**config.mk**
```make
export PLATFORM = sky130hd
export DESIGN_NAME = hill_cipher_2x2_mod26
export DESIGN_NICKNAME = d
export VERILOG_FILES = /design/src/hc_pkg.sv /design/src/hc_ctrl.sv /design/src/hc_dp.sv /design/src/hill_cipher_2x2_mod26.sv
export SDC_FILE = /design/constraint.sdc
export NUM_CORES = 1
export LEC_CHECK = 0
export ABC_AREA = 0
export BUFFER_PORTS_ARGS = -buffer_cell sky130_fd_sc_hd__buf_2
export CORE_MARGIN = 2
export CORE_UTILIZATION = 55
export DETAILED_ROUTE_END_ITERATION = 10
export GPL_TIMING_DRIVEN = 0
export PLACE_DENSITY = 0.71
export SYNTH_ARGS = -nofsm -noshare
export SYNTH_HDL_FRONTEND = slang
export SYNTH_HIERARCHICAL = 1
export SYNTH_SLANG_ARGS = --single-unit
```
**constraint.sdc**
```tcl
create_clock -name clk_i -period 20.6 [get_ports clk_i]
set_input_delay 4.12 -clock clk_i [delete_from_list [all_inputs] [get_ports clk_i]]
set_output_delay 4.12 -clock clk_i [all_outputs]
set_load 0.01 [all_outputs]
```
**src/hc_pkg.sv**
```systemverilog
`timescale 1ns / 1ps

package hc_pkg;

  localparam int unsigned KeyW    = 5;
  localparam int unsigned LetterW = 8;
  localparam int unsigned CfgIdxW = 3;
  localparam int unsigned SumW    = 11;
  localparam int unsigned ProdW   = 10;

  localparam logic [CfgIdxW-1:0] CFG_KEY_A   = 3'd0;
  localparam logic [CfgIdxW-1:0] CFG_KEY_B   = 3'd1;
  localparam logic [CfgIdxW-1:0] CFG_KEY_C   = 3'd2;
  localparam logic [CfgIdxW-1:0] CFG_KEY_D   = 3'd3;
  localparam logic [CfgIdxW-1:0] CFG_DECRYPT = 3'd4;

  localparam logic [KeyW-1:0]    MODULUS    = 5'd26;
  localparam logic [SumW-1:0]    MOD_SQ     = 11'd676;
  localparam logic [LetterW-1:0] ASCII_Z    = 8'h7a;
  localparam logic [LetterW-1:0] ASCII_A    = 8'h61;
  localparam logic [LetterW-1:0] ASCII_Y    = 8'h79;
  localparam logic [LetterW-1:0] ASCII_BASE = 8'h60;
  // floor(2^13 / 26), used for the reciprocal reduction
  localparam logic [19:0]        RECIP_26   = 20'd315;

  typedef struct packed {
    logic accept;    // input word taken this cycle
    logic mul_live;  // form pair sums from the word being taken
    logic mul_held;  // form pair sums from the stored pair
    logic mod_pair;  // reduce pair sums
    logic det_prod;  // form ad - bc
    logic det_mod;   // reduce det and look up its inverse
    logic key_prod;  // form adjugate times inverse
    logic key_mod;   // reduce and store the inverse key
    logic out_sel;   // 0 first result, 1 second result
  } hc_cmd_t;

  typedef struct packed {
    logic pair_done; // this word completes a pair
    logic need_inv;  // decrypting and inverse key is stale
  } hc_stat_t;

  function automatic logic [ProdW-1:0] mul5(input logic [KeyW-1:0] x,
                                            input logic [KeyW-1:0] y);
    return {5'b0, x} * {5'b0, y};
  endfunction

  // x mod 26 for x below 2048: reciprocal estimate is low by at most one
  function automatic logic [KeyW-1:0] mod26(input logic [SumW-1:0] x);
    logic [19:0]     prod;
    logic [6:0]      q;
    logic [SumW-1:0] r;
    prod = {9'b0, x} * RECIP_26;
    q    = prod[19:13];
    r    = x - ({4'b0, q} * 11'd26);
    if (r >= 11'd26) begin
      r = r - 11'd26;
    end
    return r[KeyW-1:0];
  endfunction

  function automatic logic [KeyW-1:0] red26(input logic [KeyW-1:0] k);
    return (k >= MODULUS) ? k - MODULUS : k;
  endfunction

  function automatic logic [KeyW-1:0] neg26(input logic [KeyW-1:0] k);
    return (k == 5'd0) ? 5'd0 : MODULUS - k;
  endfunction

  // multiplicative inverse mod 26, zero when none exists
  function automatic logic [KeyW-1:0] inv26(input logic [KeyW-1:0] k);
    logic [KeyW-1:0] r;
    case (k)
      5'd1:    r = 5'd1;
      5'd3:    r = 5'd9;
      5'd5:    r = 5'd21;
      5'd7:    r = 5'd15;
      5'd9:    r = 5'd3;
      5'd11:   r = 5'd19;
      5'd15:   r = 5'd7;
      5'd17:   r = 5'd23;
      5'd19:   r = 5'd11;
      5'd21:   r = 5'd5;
      5'd23:   r = 5'd17;
      5'd25:   r = 5'd25;
      default: r = 5'd0;
    endcase
    return r;
  endfunction

  // returns {bad, index}; 'z' is 0, 'a'..'y' are 1..25
  function automatic logic [KeyW:0] to_index(input logic [LetterW-1:0] ch);
    logic [LetterW-1:0] diff;
    diff = ch - ASCII_BASE;
    if (ch == ASCII_Z) begin
      return {1'b0, 5'd0};
    end else if (ch >= ASCII_A && ch <= ASCII_Y) begin
      return {1'b0, diff[KeyW-1:0]};
    end
    return {1'b1, 5'd0};
  endfunction

  function automatic logic [LetterW-1:0] to_ascii(input logic [KeyW-1:0] r);
    return (r == 5'd0) ? ASCII_Z : ASCII_BASE + {3'b0, r};
  endfunction

endpackage

```
**src/hc_ctrl.sv**
```systemverilog
`timescale 1ns / 1ps

module hc_ctrl (
  input  logic             clk_i,
  input  logic             rst_ni,
  input  logic             in_valid_i,
  output logic             in_ready_o,
  output logic             out_valid_o,
  input  logic             out_ready_i,
  input  hc_pkg::hc_stat_t stat_i,
  output hc_pkg::hc_cmd_t  cmd_o
);
  import hc_pkg::*;

  typedef enum logic [3:0] {
    S_IN,
    S_DPROD,
    S_DMOD,
    S_KPROD,
    S_KMOD,
    S_MPROD,
    S_MMOD,
    S_OUT0,
    S_OUT1
  } state_e;

  state_e state_q, state_d;

  always_comb begin
    state_d     = state_q;
    cmd_o       = '0;
    in_ready_o  = 1'b0;
    out_valid_o = 1'b0;
    case (state_q)
      S_IN: begin
        in_ready_o = 1'b1;
        if (in_valid_i) begin
          cmd_o.accept = 1'b1;
          if (stat_i.pair_done) begin
            if (stat_i.need_inv) begin
              state_d = S_DPROD;
            end else begin
              cmd_o.mul_live = 1'b1;
              state_d        = S_MMOD;
            end
          end
        end
      end
      S_DPROD: begin
        cmd_o.det_prod = 1'b1;
        state_d        = S_DMOD;
      end
      S_DMOD: begin
        cmd_o.det_mod = 1'b1;
        state_d       = S_KPROD;
      end
      S_KPROD: begin
        cmd_o.key_prod = 1'b1;
        state_d        = S_KMOD;
      end
      S_KMOD: begin
        cmd_o.key_mod = 1'b1;
        state_d       = S_MPROD;
      end
      S_MPROD: begin
        cmd_o.mul_held = 1'b1;
        state_d        = S_MMOD;
      end
      S_MMOD: begin
        cmd_o.mod_pair = 1'b1;
        state_d        = S_OUT0;
      end
      S_OUT0: begin
        out_valid_o = 1'b1;
        if (out_ready_i) begin
          state_d = S_OUT1;
        end
      end
      S_OUT1: begin
        out_valid_o   = 1'b1;
        cmd_o.out_sel = 1'b1;
        if (out_ready_i) begin
          state_d = S_IN;
        end
      end
      default: begin
        state_d = S_IN;
      end
    endcase
  end

  always_ff @(posedge clk_i or negedge rst_ni) begin
    if (!rst_ni) begin
      state_q <= S_IN;
    end else begin
      state_q <= state_d;
    end
  end

  a_no_overlap: assert property (@(posedge clk_i) disable iff (!rst_ni)
    !(in_ready_o && out_valid_o))
    else $error("input and output handshakes open together");

  a_second_after_first: assert property (@(posedge clk_i) disable iff (!rst_ni)
    (out_valid_o && out_ready_i && !cmd_o.out_sel) |=> (out_valid_o && cmd_o.out_sel))
    else $error("second result word did not follow the first");

  a_idle_after_pair: assert property (@(posedge clk_i) disable iff (!rst_ni)
    (out_valid_o && out_ready_i && cmd_o.out_sel) |=> in_ready_o)
    else $error("not back to input after second result word");

endmodule

```
**src/hc_dp.sv**
```systemverilog
`timescale 1ns / 1ps

module hc_dp (
  input  logic                          clk_i,
  input  logic                          rst_ni,
  input  logic                          cfg_we_i,
  input  logic [hc_pkg::CfgIdxW-1:0]    cfg_idx_i,
  input  logic [hc_pkg::KeyW-1:0]       cfg_data_i,
  input  logic [hc_pkg::LetterW-1:0]    letter_in_i,
  input  logic                          message_end_i,
  input  hc_pkg::hc_cmd_t               cmd_i,
  output hc_pkg::hc_stat_t              stat_o,
  output logic [hc_pkg::LetterW-1:0]    letter_out_o,
  output logic                          run_last_o,
  output logic                          key_singular_o,
  output logic                          bad_letter_o
);
  import hc_pkg::*;

  // configuration
  logic [KeyW-1:0] key_a_q, key_b_q, key_c_q, key_d_q;
  logic            decrypt_q;
  // pairing state
  logic [KeyW-1:0] held_idx_q;
  logic            half_q, held_bad_q;
  // inverse key
  logic [KeyW-1:0] ik_q [4];
  logic            inv_ready_q, inv_missing_q;
  logic [SumW-1:0] detsum_q;
  logic [KeyW-1:0] inv_q;
  logic [ProdW-1:0] kp_q [4];
  // pair datapath
  logic [KeyW-1:0] p0_q, p1_q;
  logic            pair_bad_q, end_q;
  logic [SumW-1:0] sum0_q, sum1_q;
  logic [KeyW-1:0] r0_q, r1_q;

  logic [KeyW:0]   conv;
  logic [KeyW-1:0] idx, ka, kb, kc, kd;
  logic [KeyW-1:0] lp0, lp1, sp0, sp1;
  logic [KeyW-1:0] m0, m1, m2, m3;
  logic            lbad;

  assign conv = to_index(letter_in_i);
  assign idx  = conv[KeyW-1:0];
  assign ka   = red26(key_a_q);
  assign kb   = red26(key_b_q);
  assign kc   = red26(key_c_q);
  assign kd   = red26(key_d_q);

  // pair as it forms from the word now offered; lone last letter pads with 'z'
  assign lp0  = half_q ? held_idx_q : idx;
  assign lp1  = half_q ? idx : 5'd0;
  assign lbad = half_q ? (held_bad_q | conv[KeyW]) : conv[KeyW];

  assign sp0 = cmd_i.mul_held ? p0_q : lp0;
  assign sp1 = cmd_i.mul_held ? p1_q : lp1;

  assign m0 = decrypt_q ? ik_q[0] : ka;
  assign m1 = decrypt_q ? ik_q[1] : kb;
  assign m2 = decrypt_q ? ik_q[2] : kc;
  assign m3 = decrypt_q ? ik_q[3] : kd;

  assign stat_o.pair_done = half_q | message_end_i;
  assign stat_o.need_inv  = decrypt_q & ~inv_ready_q;

  always_ff @(posedge clk_i or negedge rst_ni) begin
    if (!rst_ni) begin
      key_a_q       <= 5'd1;
      key_b_q       <= 5'd0;
      key_c_q       <= 5'd0;
      key_d_q       <= 5'd1;
      decrypt_q     <= 1'b0;
      held_idx_q    <= '0;
      half_q        <= 1'b0;
      held_bad_q    <= 1'b0;
      inv_ready_q   <= 1'b0;
      inv_missing_q <= 1'b0;
    end else begin
      if (cmd_i.key_mod) begin
        inv_ready_q   <= 1'b1;
        inv_missing_q <= (inv_q == 5'd0);
      end
      if (cmd_i.accept) begin
        if (!half_q && !message_end_i) begin
          held_idx_q <= idx;
          held_bad_q <= conv[KeyW];
          half_q     <= 1'b1;
        end else begin
          held_idx_q <= '0;
          held_bad_q <= 1'b0;
          half_q     <= 1'b0;
        end
      end
      // any write to a known register makes the inverse key stale
      if (cfg_we_i) begin
        case (cfg_idx_i)
          CFG_KEY_A: begin
            key_a_q     <= cfg_data_i;
            inv_ready_q <= 1'b0;
          end
          CFG_KEY_B: begin
            key_b_q     <= cfg_data_i;
            inv_ready_q <= 1'b0;
          end
          CFG_KEY_C: begin
            key_c_q     <= cfg_data_i;
            inv_ready_q <= 1'b0;
          end
          CFG_KEY_D: begin
            key_d_q     <= cfg_data_i;
            inv_ready_q <= 1'b0;
          end
          CFG_DECRYPT: begin
            decrypt_q   <= cfg_data_i[0];
            inv_ready_q <= 1'b0;
          end
          default: begin
          end
        endcase
      end
    end
  end

  always_ff @(posedge clk_i) begin
    if (cmd_i.accept && stat_o.pair_done) begin
      p0_q       <= lp0;
      p1_q       <= lp1;
      pair_bad_q <= lbad;
      end_q      <= message_end_i;
    end
    if (cmd_i.det_prod) begin
      detsum_q <= {1'b0, mul5(ka, kd)} + MOD_SQ - {1'b0, mul5(kb, kc)};
    end
    if (cmd_i.det_mod) begin
      inv_q <= inv26(mod26(detsum_q));
    end
    if (cmd_i.key_prod) begin
      kp_q[0] <= mul5(kd, inv_q);
      kp_q[1] <= mul5(neg26(kb), inv_q);
      kp_q[2] <= mul5(neg26(kc), inv_q);
      kp_q[3] <= mul5(ka, inv_q);
    end
    if (cmd_i.key_mod) begin
      for (int i = 0; i < 4; i++) begin
        ik_q[i] <= mod26({1'b0, kp_q[i]});
      end
    end
    if (cmd_i.mul_live || cmd_i.mul_held) begin
      sum0_q <= {1'b0, mul5(m0, sp0)} + {1'b0, mul5(m1, sp1)};
      sum1_q <= {1'b0, mul5(m2, sp0)} + {1'b0, mul5(m3, sp1)};
    end
    if (cmd_i.mod_pair) begin
      r0_q <= mod26(sum0_q);
      r1_q <= mod26(sum1_q);
    end
  end

  assign letter_out_o   = to_ascii(cmd_i.out_sel ? r1_q : r0_q);
  assign run_last_o     = cmd_i.out_sel & end_q;
  assign key_singular_o = decrypt_q & inv_missing_q;
  assign bad_letter_o   = pair_bad_q;

  a_inv_ready: assert property (@(posedge clk_i) disable iff (!rst_ni)
    (cmd_i.key_mod && !cfg_we_i) |=> inv_ready_q)
    else $error("inverse key not marked ready after derivation");

  a_hold_first: assert property (@(posedge clk_i) disable iff (!rst_ni)
    (cmd_i.accept && !half_q && !message_end_i) |=> half_q)
    else $error("first letter of pair not held");

  a_pair_clears: assert property (@(posedge clk_i) disable iff (!rst_ni)
    (cmd_i.accept && (half_q || message_end_i)) |=> (!half_q && held_idx_q == 5'd0))
    else $error("held letter not cleared after pair");

endmodule

```
**src/hill_cipher_2x2_mod26.sv**
```systemverilog
`timescale 1ns / 1ps

// Hill cipher on letter pairs with a 2x2 key mod 26. One ASCII letter enters
// per input word ('z' is 0, 'a'..'y' are 1..25); the first letter of a pair is
// held. The second letter (or a lone letter with message_end, padded with 'z')
// yields two result words, and any stall on the output side holds the pair. The
// controller steps one pair at a time: accept with products, reduction, then
// the two result words in turn. In decrypt mode the first pair after any write
// to a key or mode register also derives the inverse key, which adds the steps
// determinant product, determinant reduction and inverse lookup, adjugate
// products, reduction, pair products. In decrypt mode a key with no inverse
// mod 26 gives 'z' letters with key_singular set. Non-letters count as 'z' and
// set bad_letter on both words of their pair. Write registers only while the
// block is idle.
module hill_cipher_2x2_mod26 (
  input  logic                          clk_i,
  input  logic                          rst_ni,
  input  logic                          cfg_we_i,
  input  logic [hc_pkg::CfgIdxW-1:0]    cfg_idx_i,
  input  logic [hc_pkg::KeyW-1:0]       cfg_data_i,
  input  logic                          in_valid_i,
  output logic                          in_ready_o,
  input  logic [hc_pkg::LetterW-1:0]    letter_in_i,
  input  logic                          message_end_i,
  output logic                          out_valid_o,
  input  logic                          out_ready_i,
  output logic [hc_pkg::LetterW-1:0]    letter_out_o,
  output logic                          run_last_o,
  output logic                          key_singular_o,
  output logic                          bad_letter_o
);
  import hc_pkg::*;

  hc_cmd_t  cmd;
  hc_stat_t stat;

  hc_ctrl u_ctrl (
    .clk_i       (clk_i),
    .rst_ni      (rst_ni),
    .in_valid_i  (in_valid_i),
    .in_ready_o  (in_ready_o),
    .out_valid_o (out_valid_o),
    .out_ready_i (out_ready_i),
    .stat_i      (stat),
    .cmd_o       (cmd)
  );

  hc_dp u_dp (
    .clk_i          (clk_i),
    .rst_ni         (rst_ni),
    .cfg_we_i       (cfg_we_i),
    .cfg_idx_i      (cfg_idx_i),
    .cfg_data_i     (cfg_data_i),
    .letter_in_i    (letter_in_i),
    .message_end_i  (message_end_i),
    .cmd_i          (cmd),
    .stat_o         (stat),
    .letter_out_o   (letter_out_o),
    .run_last_o     (run_last_o),
    .key_singular_o (key_singular_o),
    .bad_letter_o   (bad_letter_o)
  );

endmodule
```
==> results <==
- The floorplan die height is 246 um.
- In this run the deepest clock path goes through 2 buffers.
- After floorplanning, the core was divided into 88 placement rows.
- The final-report max-slew violation count is 0.
- The TritonCTS sink count is 154.
- The commonest register cell after synthesis is sky130_fd_sc_hd__edfxtp_1.
- Dividing the detail-routed via count by the number of cells gives 5.26.
- The required arrival time at the worst endpoint is 20,800 ps.
- The floorplan step set the die width to 246 um.
- For this run, the register share of the synthesized area comes to 0.139.
- The routed layout has 22.5k vias.
- The average footprint of a synthesized cell is 9.30 um2.
- The sort of element at the end of the critical path is a register.
- The number of buffers inserted during clock tree synthesis is 17.
- The routed design could run at a clock period as short as 10,130 ps.
- STA puts the critical path data arrival time at 10,330 ps.
- The type of origin of the critical path is an input port.
- The first routing iteration left 1,153 violations.
- The maximum achievable frequency is 98.7 MHz.
- The count of fill cells added during filler insertion is 5,048.
- Post-CTS timing repair inserted 0 buffers for setup.
- The number of failing hold endpoints at the final stage came to 0.
- For the final routed database, the setup TNS stands at 0 ps.
- The area of the die is 0.0603 mm2.
- The area growth from synthesis to layout is 5.49%.
- The detail route stage leaves a number of antenna-violating nets equal to 0.
- Leaving out fill and tap cells, the most frequent cell in the layout is sky130_fd_sc_hd__inv_1.
- The path class of the lowest-slack min-delay path is reg2reg.
- The via count of the first global-routing pass is 23.0k.
- The cell type with the highest occurrence count on the critical path is sky130_fd_sc_hd__fa_1.
- The final weighted congestion of routability-driven global placement is 0.872.
- The first-pass GRT wire length is 108,000 um.
- The period utilization is 0.492.
- The transition time of the tightest slew-check pin is 1330 ps.
- Among all stages on the critical path, the largest delay is contributed by sky130_fd_sc_hd__fa_1.
- The first-pass iteration count of the detailed router is 5.
- The share of synthesized area in the top cell type comes to 0.261.
- Wires add up to 61,200 um.
- Synthesis handed over a netlist of 3,448 instances.
- For this run, the number of Yosys warnings is 6.
- The top cell types in the final layout, fill and taps aside, are sky130_fd_sc_hd__inv_1 (868), sky130_fd_sc_hd__ha_1 (669), sky130_fd_sc_hd__fa_1 (371).
- The number of buffers and inverters on the critical path is 2.
- The final-stage net count is 4,567.
- Setup violations remaining at the end of the flow were counted as 0.
- The run finished with clean final reports.
- During placement, the flow inserted port buffers numbering 31.
- The maximum number of pins on one net before global-route repair is 35.
- The level count of the clock H-tree is 4.
- The master cell of the clock root buffer is sky130_fd_sc_hd__clkbuf_16.
- Setup repair after global routing left no endpoint under its margin.
- The starting density of the core is 0.556.
- Across the run, the number of max-cap violations was 0.
- The total of cells resized after clock tree synthesis is 0.
- The clock slew seen by the registers of the worst setup and hold paths is 70 ps.
- The insertion delay to the later sink of the worst-skew pair is 450 ps.
- On the final layout, the worst clock skew is 11.2 ps.
- The number of storage elements in the synthesis netlist is 154.
- The peak fanout along the critical path is 7.
- The share of flip-flops with an asynchronous set or reset after synthesis is 0.221.
- The I/O pin count is 35.
- The core region is 0.0577 mm2.
- The delay contributed by the slowest stage of the critical path is 570 ps.
- The post-route DRC violation count is 0.
- The number of hold-repair buffers added at the cts stage is 0.
- The number of antenna violations at the first check in global routing is 5.
- The worst slew slack as a fraction of its limit is 0.107.
- By area the synthesized netlist is led by sky130_fd_sc_hd__ha_1 (26%), sky130_fd_sc_hd__fa_1 (23%), sky130_fd_sc_hd__edfxtp_1 (11%).
- TritonCTS built the clock tree.
- By startpoint and endpoint, the worst setup path is classified as in2reg.
- The post-detailed-route wirelength per cell is 14.3 um.
- The signal on the critical path passes through buf_2 -> nand2_1 -> nor2_1 -> o21ai_0 -> nor2_1 -> nand2_1 -> o21ai_0 -> mux2i_1 -> or2_2 -> fa_1 -> fa_1 -> fa_1 -> fa_1 -> fa_1 -> inv_1 -> ha_1 -> a21oi_1 -> o21bai_1 -> a21oi_1 -> o21bai_1 -> a21oi_1 -> o21bai_1 -> a21oi_1 -> xnor2_1.
- The dominant delay contributor by cell family on the critical path is adder cells.
- Summed over all layers, the global routing overflow is 0.
- Summing every instance area after synthesis gives 0.0321 mm2.
- In the global route stage, overall resource usage came out at 0.218.
- The distinct cell type count after synthesis is 95.
- Of all cell types, the one taking the most synthesized area is sky130_fd_sc_hd__ha_1.
- The synthesized design contains 120 enable-type register cells.
- In the final layout, the share of cells above drive strength 1 is 0.0438.
- After legalization and detailed placement, the total HPWL measured 52,000 um.
## kinds of logic (layout without fill, tap and decap cells)
group / count (synthesis) / in the layout / share of synthesized area
fa+ha+maj: 1040 / 1040 / 0.492
buf+inv: 914 / 983 / 0.108
simple gates: 608 / 608 / 0.0913
compound gates: 509 / 509 / 0.106
xor+xnor: 180 / 180 / 0.0498
flops: 154 / 154 / 0.139
mux: 41 / 41 / 0.0133
other cells: 2 / 4 / 0.000234
## worst min-delay path: stages, from the launching register on
cell and delay (ps):
sky130_fd_sc_hd__dfrtp_1 360, sky130_fd_sc_hd__inv_1 60, sky130_fd_sc_hd__o22ai_1 80
## metrics by stage
stage           util  cells  area (um2)  hold slack (ps)  worst slack (ps)
5_1_grt        0.587   4283       33800              573              9960
3_3_place_gp   0.575   4245       33200              524             10170
3_5_place_dp   0.577   4251       33300              534             10030
4_1_cts        0.586   4283       33800              544             10540
6_report       0.587   4284       33800              545             10470
2_1_floorplan      -   3449       32100              496             10900
## cell type report
| cell class | count | area, um2 | area share |
|---|---|---|---|
| Inverter | 869 | 3260 | 0.0964 |
| Antenna cell | 1 | 2.50 | 0.0000739 |
| Sequential cell | 154 | 4460 | 0.132 |
| Clock inverter | 14 | 113 | 0.00333 |
| Multi-Input combinational cell | 2381 | 24200 | 0.715 |
| Timing Repair Buffer | 37 | 230 | 0.00680 |
| Buffer | 45 | 200 | 0.00592 |
| Tap cell | 765 | 957 | 0.0283 |
| Clock buffer | 18 | 439 | 0.0130 |
## worst paths after layout
check / slack [ps] / cells after the start / start / endpoint
setup / recovery: 10470 / 24 / letter_in_i[6] / u_dp/sum0_q[10]$_DFFE_PP_
hold / removal: 540 / 2 / u_dp/held_bad_q$_DFFE_PN0P_ / u_dp/held_bad_q$_DFFE_PN0P_
setup reg to reg: 11700 / 33 / u_dp/detsum_q[8]$_DFFE_PP_ / u_dp/inv_q[4]$_DFFE_PP_
min in group asynchronous: 3790 / 1 / rst_ni / u_dp/key_c_q[2]$_DFFE_PN0P_
max in group asynchronous: 16220 / 1 / rst_ni / u_dp/held_idx_q[2]$_DFFE_PN0P_
hold reg to reg: 540 / 2 / u_dp/held_bad_q$_DFFE_PN0P_ / u_dp/held_bad_q$_DFFE_PN0P_
## routing by layer
metal | part of all wire | vias to the layer above | GRT usage
met2 | 0.47 | 334 | 0.372
met1 | 0.47 | 10900 | 0.297
met4 | 0.015 | 10 | 0.0408
met5 | 0.0010 | - | 0
li1 | - | 11200 | -
met3 | 0.043 | 63 | 0.0307
## synth_stat cells (all sizes together) (6+ instances only)
cell type,n
nor2b,18
nand3,27
mux2i,27
edfxtp,120
nand4,8
o31ai,13
a31oi,13
o21bai,48
ha,669
or2,25
buf,10
a41oi,6
or3,11
a21oi,131
xor2,61
o211ai,7
nor4,6
o21a,39
fa,371
nand2,161
mux2,14
o22ai,10
a21o,56
inv,868
dfrtp,32
a221oi,6
a211oi,14
clkbuf,35
xnor2,118
nand2b,32
o21ai,106
nor3,29
o31a,10
and2,64
nor2,203
## flip-flops by register name, indices dropped and copies added (netlist names)
name	flops
u_dp/half_q	1
u_dp/r1_q	5
u_dp/sum0_q	11
u_dp/p1_q	5
u_dp/r0_q	5
u_dp/bad_letter_o	1
u_dp/inv_q	5
u_dp/inv_ready_q	1
u_dp/detsum_q	11
u_dp/end_q	1
u_dp/ik_q	20
u_dp/inv_missing_q	1
u_dp/decrypt_q	1
u_dp/key_c_q	5
u_dp/key_a_q	5
u_dp/held_bad_q	1
u_dp/kp_q	40
u_ctrl/state_q	4
u_dp/sum1_q	11
u_dp/held_idx_q	5
u_dp/key_b_q	5
u_dp/p0_q	5
u_dp/key_d_q	5
Power is not shown: default switching activity piles up to over one toggle a cycle in this logic, so the estimate is an artifact.
